$ cat src/rtl/core/pdp11_opcode_mnemonic_decoder_defines.svh
// ----------------------------------------------------------------------------
// pdp11 opcode mnemonic decoder assertion macros
// shared property shorthands, clocked on clk_i and disabled in reset
// ----------------------------------------------------------------------------
`ifndef PDP11_OPCODE_MNEMONIC_DECODER_DEFINES_SVH
`define PDP11_OPCODE_MNEMONIC_DECODER_DEFINES_SVH

// same-cycle implication
`define POMD_ASSERT_IMPL(lbl, ante, cons, msg) \
  lbl: assert property (@(posedge clk_i) disable iff (!rst_ni) (ante) |-> (cons)) \
    else $error(msg);

// next-cycle implication
`define POMD_ASSERT_NEXT(lbl, ante, cons, msg) \
  lbl: assert property (@(posedge clk_i) disable iff (!rst_ni) (ante) |=> (cons)) \
    else $error(msg);

// implication with the consequent delayed after the antecedent
`define POMD_ASSERT_DLY2(lbl, ante, cons, msg) \
  lbl: assert property (@(posedge clk_i) disable iff (!rst_ni) (ante) |-> ##2 (cons)) \
    else $error(msg);

`endif

$ cat src/rtl/core/pomd_pkg.sv
// ----------------------------------------------------------------------------
// pomd_pkg
// mnemonic codes and opcode field constants for the pdp11 opcode decoder
// ----------------------------------------------------------------------------
package pomd_pkg;

  // dense mnemonic index, unknown last
  typedef enum logic [6:0] {
    MN_JSR, MN_SOB, MN_BR, MN_BNE, MN_BEQ, MN_BGE, MN_BLT, MN_BGT, MN_BLE,
    MN_JMP, MN_SWAB, MN_CLR, MN_COM, MN_INC, MN_DEC, MN_NEG, MN_ADC, MN_SBC,
    MN_TST, MN_ROR, MN_ROL, MN_ASR, MN_ASL, MN_MARK, MN_MFPI, MN_MTPI, MN_SXT,
    MN_FLAG, MN_RTS, MN_SPL, MN_HALT, MN_WAIT, MN_RTI, MN_BPT, MN_IOT, MN_RSET,
    MN_RTT, MN_MOV, MN_CMP, MN_BIT, MN_BIC, MN_BIS, MN_ADD, MN_MUL, MN_DIV,
    MN_ASH, MN_ASHC, MN_XOR, MN_BPL, MN_BMI, MN_BHI, MN_BLOS, MN_BVC, MN_BVS,
    MN_BHIS, MN_BLO, MN_EMT, MN_SYS, MN_CLRB, MN_COMB, MN_INCB, MN_DECB,
    MN_NEGB, MN_ADCB, MN_SBCB, MN_TSTB, MN_RORB, MN_ROLB, MN_ASRB, MN_ASLB,
    MN_MFPD, MN_MTPD, MN_MOVB, MN_CMPB, MN_BITB, MN_BICB, MN_BISB, MN_SUB,
    MN_UNKNOWN
  } mnem_e;

  typedef struct packed {
    mnem_e code;
    logic  known;
  } dec_t;

  // top octal digit groups
  localparam logic [3:0] GRP_SYS  = 4'o00;
  localparam logic [3:0] GRP_MOV  = 4'o01;
  localparam logic [3:0] GRP_ADD  = 4'o06;
  localparam logic [3:0] GRP_EIS  = 4'o07;
  localparam logic [3:0] GRP_BYTE = 4'o10;
  localparam logic [3:0] GRP_MOVB = 4'o11;
  localparam logic [3:0] GRP_SUB  = 4'o16;
  localparam logic [3:0] GRP_FP   = 4'o17;

  // group 00 fields
  localparam logic [2:0]  F3_JSR  = 3'o4;   // bits 11:9
  localparam logic [3:0]  BR_LO   = 4'd1;   // bits 11:8
  localparam logic [3:0]  BR_HI   = 4'd7;
  localparam logic [5:0]  F6_JMP  = 6'o01;  // bits 11:6
  localparam logic [5:0]  F6_SWAB = 6'o03;
  localparam logic [5:0]  F6_CLR  = 6'o50;
  localparam logic [5:0]  F6_SXT  = 6'o67;
  localparam logic [6:0]  F7_FLAG = 7'o005; // bits 11:5
  localparam logic [8:0]  F9_RTS  = 9'o020; // bits 11:3
  localparam logic [8:0]  F9_SPL  = 9'o023;
  localparam logic [11:0] F12_RTT = 12'o0006; // last exact-match word

  // group 07 fields, bits 11:9
  localparam logic [2:0] F3_MUL = 3'o0;
  localparam logic [2:0] F3_XOR = 3'o4;
  localparam logic [2:0] F3_SOB = 3'o7;

  // group 10 fields
  localparam logic [3:0] BX_LO   = 4'd0;    // bits 11:8, bpl .. sys
  localparam logic [3:0] BX_HI   = 4'd9;
  localparam logic [5:0] F6_CLRB = 6'o50;   // bits 11:6
  localparam logic [5:0] F6_ASLB = 6'o63;
  localparam logic [5:0] F6_MFPD = 6'o65;
  localparam logic [5:0] F6_MTPD = 6'o66;

  localparam logic [15:0] WORD_MTPD = 16'o106600;

endpackage

$ cat src/rtl/core/pomd_decode.sv
// ----------------------------------------------------------------------------
// pomd_decode
// masked pattern match of one instruction word to a mnemonic code
// ----------------------------------------------------------------------------
module pomd_decode (
  input  logic [15:0]    word_i,
  output pomd_pkg::dec_t dec_o
);
  import pomd_pkg::*;

  logic [3:0] grp;
  logic [2:0] f3;
  logic [3:0] f4;
  logic [5:0] f6;
  mnem_e      code;

  assign grp = word_i[15:12];
  assign f3  = word_i[11:9];
  assign f4  = word_i[11:8];
  assign f6  = word_i[11:6];

  // the patterns within each group are disjoint, so the checks need no ordering
  always_comb begin
    code = MN_UNKNOWN;
    case (grp)
      GRP_SYS: begin
        if (f3 == F3_JSR) begin
          code = MN_JSR;
        end
        if (f4 inside {[BR_LO:BR_HI]}) begin
          code = mnem_e'(7'(MN_BR) + 7'(f4 - BR_LO));
        end
        if (f6 == F6_JMP) begin
          code = MN_JMP;
        end
        if (f6 == F6_SWAB) begin
          code = MN_SWAB;
        end
        if (f6 inside {[F6_CLR:F6_SXT]}) begin
          code = mnem_e'(7'(MN_CLR) + 7'(f6 - F6_CLR));
        end
        if (word_i[11:5] == F7_FLAG) begin
          code = MN_FLAG;
        end
        if (word_i[11:3] == F9_RTS) begin
          code = MN_RTS;
        end
        if (word_i[11:3] == F9_SPL) begin
          code = MN_SPL;
        end
        if (word_i[11:0] <= F12_RTT) begin
          code = mnem_e'(7'(MN_HALT) + 7'(word_i[2:0]));
        end
      end
      GRP_EIS: begin
        if (f3 <= F3_XOR) begin
          code = mnem_e'(7'(MN_MUL) + 7'(f3 - F3_MUL));
        end else if (f3 == F3_SOB) begin
          code = MN_SOB;
        end
      end
      GRP_BYTE: begin
        if (f4 inside {[BX_LO:BX_HI]}) begin
          code = mnem_e'(7'(MN_BPL) + 7'(f4 - BX_LO));
        end
        if (f6 inside {[F6_CLRB:F6_ASLB]}) begin
          code = mnem_e'(7'(MN_CLRB) + 7'(f6 - F6_CLRB));
        end
        if (f6 == F6_MFPD) begin
          code = MN_MFPD;
        end
        if (f6 == F6_MTPD) begin
          code = MN_MTPD;
        end
      end
      GRP_FP: begin
        code = MN_UNKNOWN;
      end
      default: begin
        if (grp inside {[GRP_MOV:GRP_ADD]}) begin
          code = mnem_e'(7'(MN_MOV) + 7'(grp - GRP_MOV));
        end else if (grp inside {[GRP_MOVB:GRP_SUB]}) begin
          code = mnem_e'(7'(MN_MOVB) + 7'(grp - GRP_MOVB));
        end
      end
    endcase
  end

  assign dec_o.code  = code;
  assign dec_o.known = (code != MN_UNKNOWN);

endmodule

$ cat src/rtl/core/pdp11_opcode_mnemonic_decoder.sv
// ----------------------------------------------------------------------------
// pdp11_opcode_mnemonic_decoder
// classifies pdp11 instruction words into a dense mnemonic code
// ----------------------------------------------------------------------------
// A word beat is taken on any edge where start_i is high and busy_o is low.
// busy_o is high during reset and in the first cycle after reset is released,
// and low from then on, so one word can be issued every cycle. The word is
// latched into an input register, decoded by a single level of masked compares
// and registered again: the result shows on mnemonic_code_o / known_o with
// done_o high for exactly one cycle, once the result register has taken the
// decoded word, and is taken at the edge that ends that cycle.
// Results leave in issue order and there is no way to stall them, so the
// receiver must take every done_o beat as it comes. Words with no matching
// pattern (including every word whose top octal digit is 17) give the
// unknown code with known_o low.
// ----------------------------------------------------------------------------
`include "pdp11_opcode_mnemonic_decoder_defines.svh"

module pdp11_opcode_mnemonic_decoder (
  input  logic        clk_i,
  input  logic        rst_ni,
  input  logic        start_i,
  input  logic [15:0] instr_word_i,
  output logic        busy_o,
  output logic        done_o,
  output logic [6:0]  mnemonic_code_o,
  output logic        known_o
);
  import pomd_pkg::*;

  // control state
  logic busy_q, busy_d;
  logic vld_q, vld_d;
  logic done_q, done_d;

  // payload
  logic [15:0] word_q, word_d;
  dec_t        res_q, res_d;

  logic accept;
  dec_t dec;

  // assertion helpers
  logic code_unknown;
  logic word_is_fp;
  logic word_is_mtpd;

  // issue handshake
  assign accept = start_i && !busy_q;

  // busy only covers the cycle right after reset release
  assign busy_d = 1'b0;

  // stage 1: input register
  assign vld_d  = accept;
  assign word_d = accept ? instr_word_i : word_q;

  // decode between the two registers
  pomd_decode u_decode (
    .word_i (word_q),
    .dec_o  (dec)
  );

  // stage 2: result register, one strobe per latched word
  assign done_d = vld_q;
  assign res_d  = vld_q ? dec : res_q;

  always_ff @(posedge clk_i or negedge rst_ni) begin
    if (!rst_ni) begin
      busy_q <= 1'b1;
      vld_q  <= 1'b0;
      done_q <= 1'b0;
    end else begin
      busy_q <= busy_d;
      vld_q  <= vld_d;
      done_q <= done_d;
    end
  end

  always_ff @(posedge clk_i) begin
    word_q <= word_d;
    res_q  <= res_d;
  end

  assign busy_o          = busy_q;
  assign done_o          = done_q;
  assign mnemonic_code_o = res_q.code;
  assign known_o         = res_q.known;

  assign code_unknown = (mnemonic_code_o == 7'(MN_UNKNOWN));
  assign word_is_fp   = (word_q[15:12] == GRP_FP);
  assign word_is_mtpd = (word_q == WORD_MTPD);

  // every accepted beat comes out through both registers
  `POMD_ASSERT_DLY2(a_accept_to_done, accept, done_o, "accepted word gave no result beat")

  // once ready, the block stays ready
  `POMD_ASSERT_NEXT(a_busy_stays_low, !busy_o, !busy_o, "busy rose after reset release")

  // known flag agrees with the code
  `POMD_ASSERT_IMPL(a_known_code, done_o, known_o == !code_unknown, "known flag and code disagree")

  // group 17 is never recognized
  `POMD_ASSERT_IMPL(a_grp_fp_unknown, done_o && $past(word_is_fp), !known_o, "group 17 decoded")

  // the mtpd word is not taken for mfpd
  `POMD_ASSERT_IMPL(a_mtpd, done_o && $past(word_is_mtpd), res_q.code == MN_MTPD, "mtpd misread")

endmodule
$ cat config.mk
export PLATFORM = sky130hd
export DESIGN_NAME = pdp11_opcode_mnemonic_decoder
export DESIGN_NICKNAME = d
export VERILOG_FILES = /design/src/rtl/core/pomd_pkg.sv /design/src/rtl/core/pomd_decode.sv /design/src/rtl/core/pdp11_opcode_mnemonic_decoder.sv
export VERILOG_INCLUDE_DIRS = /design/src /design/src/rtl/core
export SDC_FILE = /design/constraint.sdc
export NUM_CORES = 1
export LEC_CHECK = 0
export ABC_CLOCK_PERIOD_IN_PS = 3600
export BUFFER_PORTS_ARGS = -buffer_cell sky130_fd_sc_hd__buf_2
export CAP_MARGIN = 20
export CORE_AREA = 2 2 95 97
export DETAILED_ROUTE_END_ITERATION = 7
export DIE_AREA = 0 0 97 99
export PLACE_DENSITY = 0.56
export SETUP_SLACK_MARGIN = 0.3
export SLEW_MARGIN = 10
export SYNTH_ARGS = -nofsm -noshare
export SYNTH_HDL_FRONTEND = slang
export SYNTH_SLANG_ARGS = --single-unit
$ cat constraint.sdc
create_clock -name clk_i -period 3.6 [get_ports clk_i]
set_input_delay 0.36 -clock clk_i [delete_from_list [all_inputs] [get_ports clk_i]]
set_output_delay 0.36 -clock clk_i [all_outputs]
set_load 0.02 [all_outputs]
==> impl_metrics.xml <==
<?xml version="1.0" encoding="UTF-8"?>
<metrics>
  <group name="outcome">
    <metric name="run_status" unit="">completed</metric>
  </group>
  <group name="logic_synthesis">
    <metric name="synth.most_common_cell" unit="">sky130_fd_sc_hd__ha_1</metric>
    <metric name="synth_area_per_cell" unit="µm²">9.25</metric>
    <metric name="postSynth.asyncResetShare" unit="%">11.1</metric>
    <metric name="synth.largest_area_cell" unit="">sky130_fd_sc_hd__edfxtp_1</metric>
    <metric name="yosysWarnings" unit="">0</metric>
    <metric name="seq_area_frac_synth" unit="%">31.4</metric>
    <metric name="synth_area_leaders" unit="">sky130_fd_sc_hd__edfxtp_1 (28%), sky130_fd_sc_hd__ha_1 (13%), sky130_fd_sc_hd__o21ai_0 (3.8%), sky130_fd_sc_hd__a21oi_1 (3.2%), sky130_fd_sc_hd__xor2_1 (3.1%)</metric>
    <metric name="post_synth_inst_count" unit="">274</metric>
    <metric name="postSynthNetCount" unit="">320</metric>
    <metric name="synth_edf_count" unit="">24</metric>
    <metric name="netlist.area_leader.share" unit="%">28.4</metric>
    <metric name="synthTopCellsByCount" unit="">sky130_fd_sc_hd__ha_1 (27), sky130_fd_sc_hd__edfxtp_1 (24), sky130_fd_sc_hd__nand2_1 (20), sky130_fd_sc_hd__inv_1 (19), sky130_fd_sc_hd__o21ai_0 (19)</metric>
    <metric name="mappedNetlistArea" unit="µm²">2530</metric>
    <metric name="ys_ff_latch" unit="">27</metric>
    <metric name="postSynth.topFlopCell" unit="">sky130_fd_sc_hd__edfxtp_1</metric>
    <metric name="library_cells_used_by_synthesis" unit="">60</metric>
  </group>
  <group name="routing">
    <metric name="number_of_vias_after_detailed_routing" unit="">2132</metric>
    <metric name="detailed_route_drc_error_count" unit="">0</metric>
    <metric name="antenna_violating_nets_post_route" unit="">0</metric>
    <metric name="postRouteWirelength" unit="µm">6110</metric>
    <metric name="drt_pass1_iterations" unit="">4</metric>
    <metric name="dr.first_iter.drc_count" unit="">164</metric>
    <metric name="drt-wirelength-per-cell" unit="µm">14.9</metric>
    <metric name="routed_via_density" unit="">5.20</metric>
  </group>
  <group name="sta">
    <metric name="finalSetupViolCount" unit="">0</metric>
    <metric name="final_min_period_over_clock_period" unit="%">81.4</metric>
    <metric name="rsz0062_at_grt" unit="">false</metric>
    <metric name="timing.final.max_slew_violations" unit="">0</metric>
    <metric name="slew_headroom" unit="%">58.6</metric>
    <metric name="max_slew.worst_pin.slew" unit="ns">0.618</metric>
    <metric name="final.setup.worst_slack" unit="ns">0.671</metric>
    <metric name="timing_hold_violations_final" unit="">0</metric>
    <metric name="post-route-min-period" unit="ns">2.93</metric>
    <metric name="largest_clock_skew_in_the_final_design" unit="ns">0.00332</metric>
    <metric name="timing.setup.tns" unit="ns">0</metric>
    <metric name="timing.fmax" unit="MHz">341</metric>
  </group>
  <group name="die">
    <metric name="io-pin-count" unit="">29</metric>
    <metric name="rows" unit="">34</metric>
    <metric name="floorplan.die.width" unit="µm">97</metric>
    <metric name="design.die.area" unit="µm²">9600</metric>
    <metric name="core_area" unit="µm²">8550</metric>
    <metric name="initial_core_util" unit="%">29.6</metric>
    <metric name="die_y" unit="µm">99</metric>
  </group>
  <group name="clock_tree">
    <metric name="clock-sinks" unit="">27</metric>
    <metric name="cts.reportedPaths.clkPinSlew" unit="ns">0.10</metric>
    <metric name="insertion_delay" unit="ns">0.28</metric>
    <metric name="htree_num_levels" unit="">1</metric>
    <metric name="cts-root-buf" unit="">sky130_fd_sc_hd__clkbuf_8</metric>
    <metric name="cts_setup_buffers" unit="">0</metric>
    <metric name="tritoncts" unit="">built</metric>
    <metric name="clock_tree.buffer_depth" unit="">2</metric>
    <metric name="numCtsBuffers" unit="">3</metric>
    <metric name="cts-resized-gates" unit="">0</metric>
    <metric name="postCtsHoldBufs" unit="">1</metric>
  </group>
  <group name="final_layout">
    <metric name="layout_cells_sized_above_1" unit="%">15.6</metric>
    <metric name="instances_no_fill" unit="">410</metric>
    <metric name="num_antenna_cells" unit="">0</metric>
    <metric name="layout.nets" unit="">349</metric>
    <metric name="layout.core_utilization" unit="%">33.3</metric>
    <metric name="area_delta_synth_final" unit="%">12.3</metric>
  </group>
  <group name="power">
    <metric name="cell_internal_pwr" unit="mW">0.515</metric>
    <metric name="pwr-share-seq" unit="%">51.0</metric>
    <metric name="p_leak" unit="nW">1.18</metric>
    <metric name="pwr-share-clk" unit="%">25.0</metric>
    <metric name="part_of_the_power_in_combinational_logic" unit="%">24.0</metric>
    <metric name="powerDensity" unit="nW/µm²">259</metric>
    <metric name="netSwitchingFraction" unit="%">30.2</metric>
    <metric name="netSwitchingPower" unit="mW">0.223</metric>
    <metric name="vdd_drop_max" unit="mV">0.123</metric>
  </group>
  <group name="global_routing">
    <metric name="grt_remaining_overflow" unit="">0</metric>
    <metric name="initial_antenna_violation_count" unit="">0</metric>
    <metric name="grt_first_pass_wirelength" unit="µm">10400</metric>
    <metric name="grt_pass1_vias" unit="">2056</metric>
    <metric name="grt_usage" unit="%">13.1</metric>
    <metric name="largest_net_degree_at_the_start_of_global_routing" unit="">18</metric>
  </group>
  <group name="setup_path">
    <metric name="cpMaxStageDelayCell" unit="">sky130_fd_sc_hd__ha_1</metric>
    <metric name="crit_path_cell_trace" unit="">inv_1 -&gt; ha_1 -&gt; a21boi_1 -&gt; a211o_1 -&gt; a211oi_1 -&gt; a21oi_1 -&gt; o311a_1 -&gt; a211oi_1 -&gt; nand4b_1</metric>
    <metric name="critical_path_required" unit="ns">3.63</metric>
    <metric name="type_of_the_worst_setup_path" unit="">reg2reg</metric>
    <metric name="worstSetupEndpointType" unit="">flop</metric>
    <metric name="cpPeakStageDelay" unit="ns">0.46</metric>
    <metric name="crit_fanout" unit="">10</metric>
    <metric name="cp_common_cell" unit="">sky130_fd_sc_hd__a211oi_1</metric>
    <metric name="timing.critical_path.arrival" unit="ns">2.96</metric>
    <metric name="critPathLaunchType" unit="">flop</metric>
  </group>
  <group name="place">
    <metric name="finalWeightedCongestion" unit="">0.919</metric>
    <metric name="hpwl_dp" unit="µm">4910</metric>
    <metric name="numPortBuffers" unit="">28</metric>
    <metric name="placement.setup.worst_slack" unit="ns">0.707</metric>
    <metric name="placed_cells" unit="">405</metric>
  </group>
  <group name="flow_run">
    <metric name="maxCapViolations" unit="">0</metric>
  </group>
  <group name="hold_path">
    <metric name="holdCritPathClass" unit="">in2reg</metric>
  </group>
</metrics>
-- state kept, by name, summed over array words and instances, names as in the netlist --
register and count:
word_q 16, known_o 1, mnemonic_code_o 7, done_d 1
done_o 1, busy_o 1
-- cell families (layout without fill, tap and decap cells) --
group                    after synthesis  in the layout  share of synthesized area, %
other                                  1              1                         0.148
flip-flops                            27             27                          31.4
adder cells (fa/ha/maj)               27             27                          13.3
XOR/XNOR                              15             15                          5.18
multiplexers                           4              4                          1.58
AO/OA/AOI/OAI                         89             89                          25.5
AND/OR/NAND/NOR                       82             82                          17.6
buffers and inverters                 29             57                          5.23
-- routing by layer --
layer / up-vias / wire [µm] / track usage (%)
li1: 1077 / - / -
met1: 969 / 2900 / 17.7
met2: 72 / 2720 / 20.6
met3: 14 / 309 / 2.13
met4: 0 / 179 / 5.85
met5: - / 0 / 0
-- worst max-delay path: cells and delay by family (launching register included) --
| family | cells | cell delay [ns] |
|---|---|---|
| DFF | 1 | 0.40 |
| adders and majority gates | 1 | 0.46 |
| AOI/OAI and AO/OA | 6 | 1.52 |
| buffers and inverters | 1 | 0.20 |
| and+or+nand+nor | 1 | 0.12 |
-- final cells by class --
type                    instances  area, µm²
clock inverters                 1       8.76
inverters                      19       71.3
multi-input cells             218       1610
repair buffers                 34        188
well taps                     108        135
flip-flops and latches         27        797
fillers                       886       5700
clock buffers                   3       41.3
-- stage by stage --
| step | power, mW | hold slack (ns) | area [µm²] |
|---|---|---|---|
| 3_3_place_gp | 0.560 | 0.157 | 2790 |
| 5_1_grt | 0.782 | 0.226 | 2850 |
| 4_1_cts | 0.744 | 0.236 | 2850 |
| 3_5_place_dp | 0.558 | 0.159 | 2790 |
| 6_report | 0.738 | 0.248 | 2850 |
| 2_1_floorplan | 0.507 | 0.0644 | 2530 |
-- final timing paths --
path,start,end,slack (ns),cells past startpoint
min,instr_word_i[0],word_q[0]$_DFFE_PP_,0.25,1
max,word_q[9]$_DFFE_PP_,known_o$_DFFE_PP_,0.67,9
max in group asynchronous,rst_ni,busy_o$_DFF_PN1_,3.02,2
max reg2reg,word_q[9]$_DFFE_PP_,known_o$_DFFE_PP_,0.67,9
min reg2reg,done_d$_DFF_PN0_,done_o$_DFF_PN0_,0.63,0
min in group asynchronous,rst_ni,done_d$_DFF_PN0_,0.39,2
-- power groups by stage --
stage / Sequential (mW) / Combinational (mW) / Clock, mW
after floorplan: 0.385 / 0.121 / 0
after global placement: 0.384 / 0.177 / 0
after detailed placement: 0.384 / 0.175 / 0
after CTS: 0.377 / 0.176 / 0.191
after global routing: 0.379 / 0.199 / 0.204
final: 0.377 / 0.177 / 0.184
-- cells in the final DEF (no fill, tap or decap), types with 2 or more instances in the layout --
| cell type | Yosys | final |
|---|---|---|
| sky130_fd_sc_hd__nand3b_1 | 3 | 3 |
| sky130_fd_sc_hd__o21a_1 | 2 | 2 |
| sky130_fd_sc_hd__xnor2_1 | 6 | 6 |
| sky130_fd_sc_hd__xor2_1 | 9 | 9 |
| sky130_fd_sc_hd__o2111ai_1 | 2 | 2 |
| sky130_fd_sc_hd__nand2_1 | 20 | 20 |
| sky130_fd_sc_hd__nand4_1 | 4 | 4 |
| sky130_fd_sc_hd__and3_1 | 3 | 3 |
| sky130_fd_sc_hd__a211oi_1 | 3 | 3 |
| sky130_fd_sc_hd__o211ai_1 | 4 | 4 |
| sky130_fd_sc_hd__ha_1 | 27 | 27 |
| sky130_fd_sc_hd__edfxtp_1 | 24 | 24 |
| sky130_fd_sc_hd__a211o_1 | 4 | 4 |
| sky130_fd_sc_hd__a21boi_0 | 3 | 3 |
| sky130_fd_sc_hd__mux2i_1 | 4 | 4 |
| sky130_fd_sc_hd__o21ai_0 | 19 | 19 |
| sky130_fd_sc_hd__o211a_1 | 2 | 2 |
| sky130_fd_sc_hd__clkbuf_8 | 0 | 3 |
| sky130_fd_sc_hd__a21boi_1 | 3 | 3 |
| sky130_fd_sc_hd__dfrtp_1 | 2 | 2 |
| sky130_fd_sc_hd__buf_4 | 0 | 5 |
| sky130_fd_sc_hd__o21ai_1 | 2 | 2 |
| sky130_fd_sc_hd__nor2b_1 | 3 | 3 |
| sky130_fd_sc_hd__nor3_1 | 4 | 4 |
| sky130_fd_sc_hd__nand3_1 | 7 | 7 |
| sky130_fd_sc_hd__inv_1 | 19 | 19 |
| sky130_fd_sc_hd__and3b_1 | 2 | 2 |
| sky130_fd_sc_hd__buf_2 | 7 | 28 |
| sky130_fd_sc_hd__a221o_1 | 2 | 2 |
| sky130_fd_sc_hd__a21oi_1 | 16 | 16 |
| sky130_fd_sc_hd__nand2b_1 | 7 | 7 |
| sky130_fd_sc_hd__and2_1 | 2 | 2 |
| sky130_fd_sc_hd__o311a_1 | 2 | 2 |
| sky130_fd_sc_hd__nor2_1 | 18 | 18 |
| sky130_fd_sc_hd__a31oi_1 | 9 | 9 |
| sky130_fd_sc_hd__nor3_2 | 2 | 2 |
| sky130_fd_sc_hd__o2bb2ai_1 | 2 | 2 |
(Power assumes the default switching activity.)
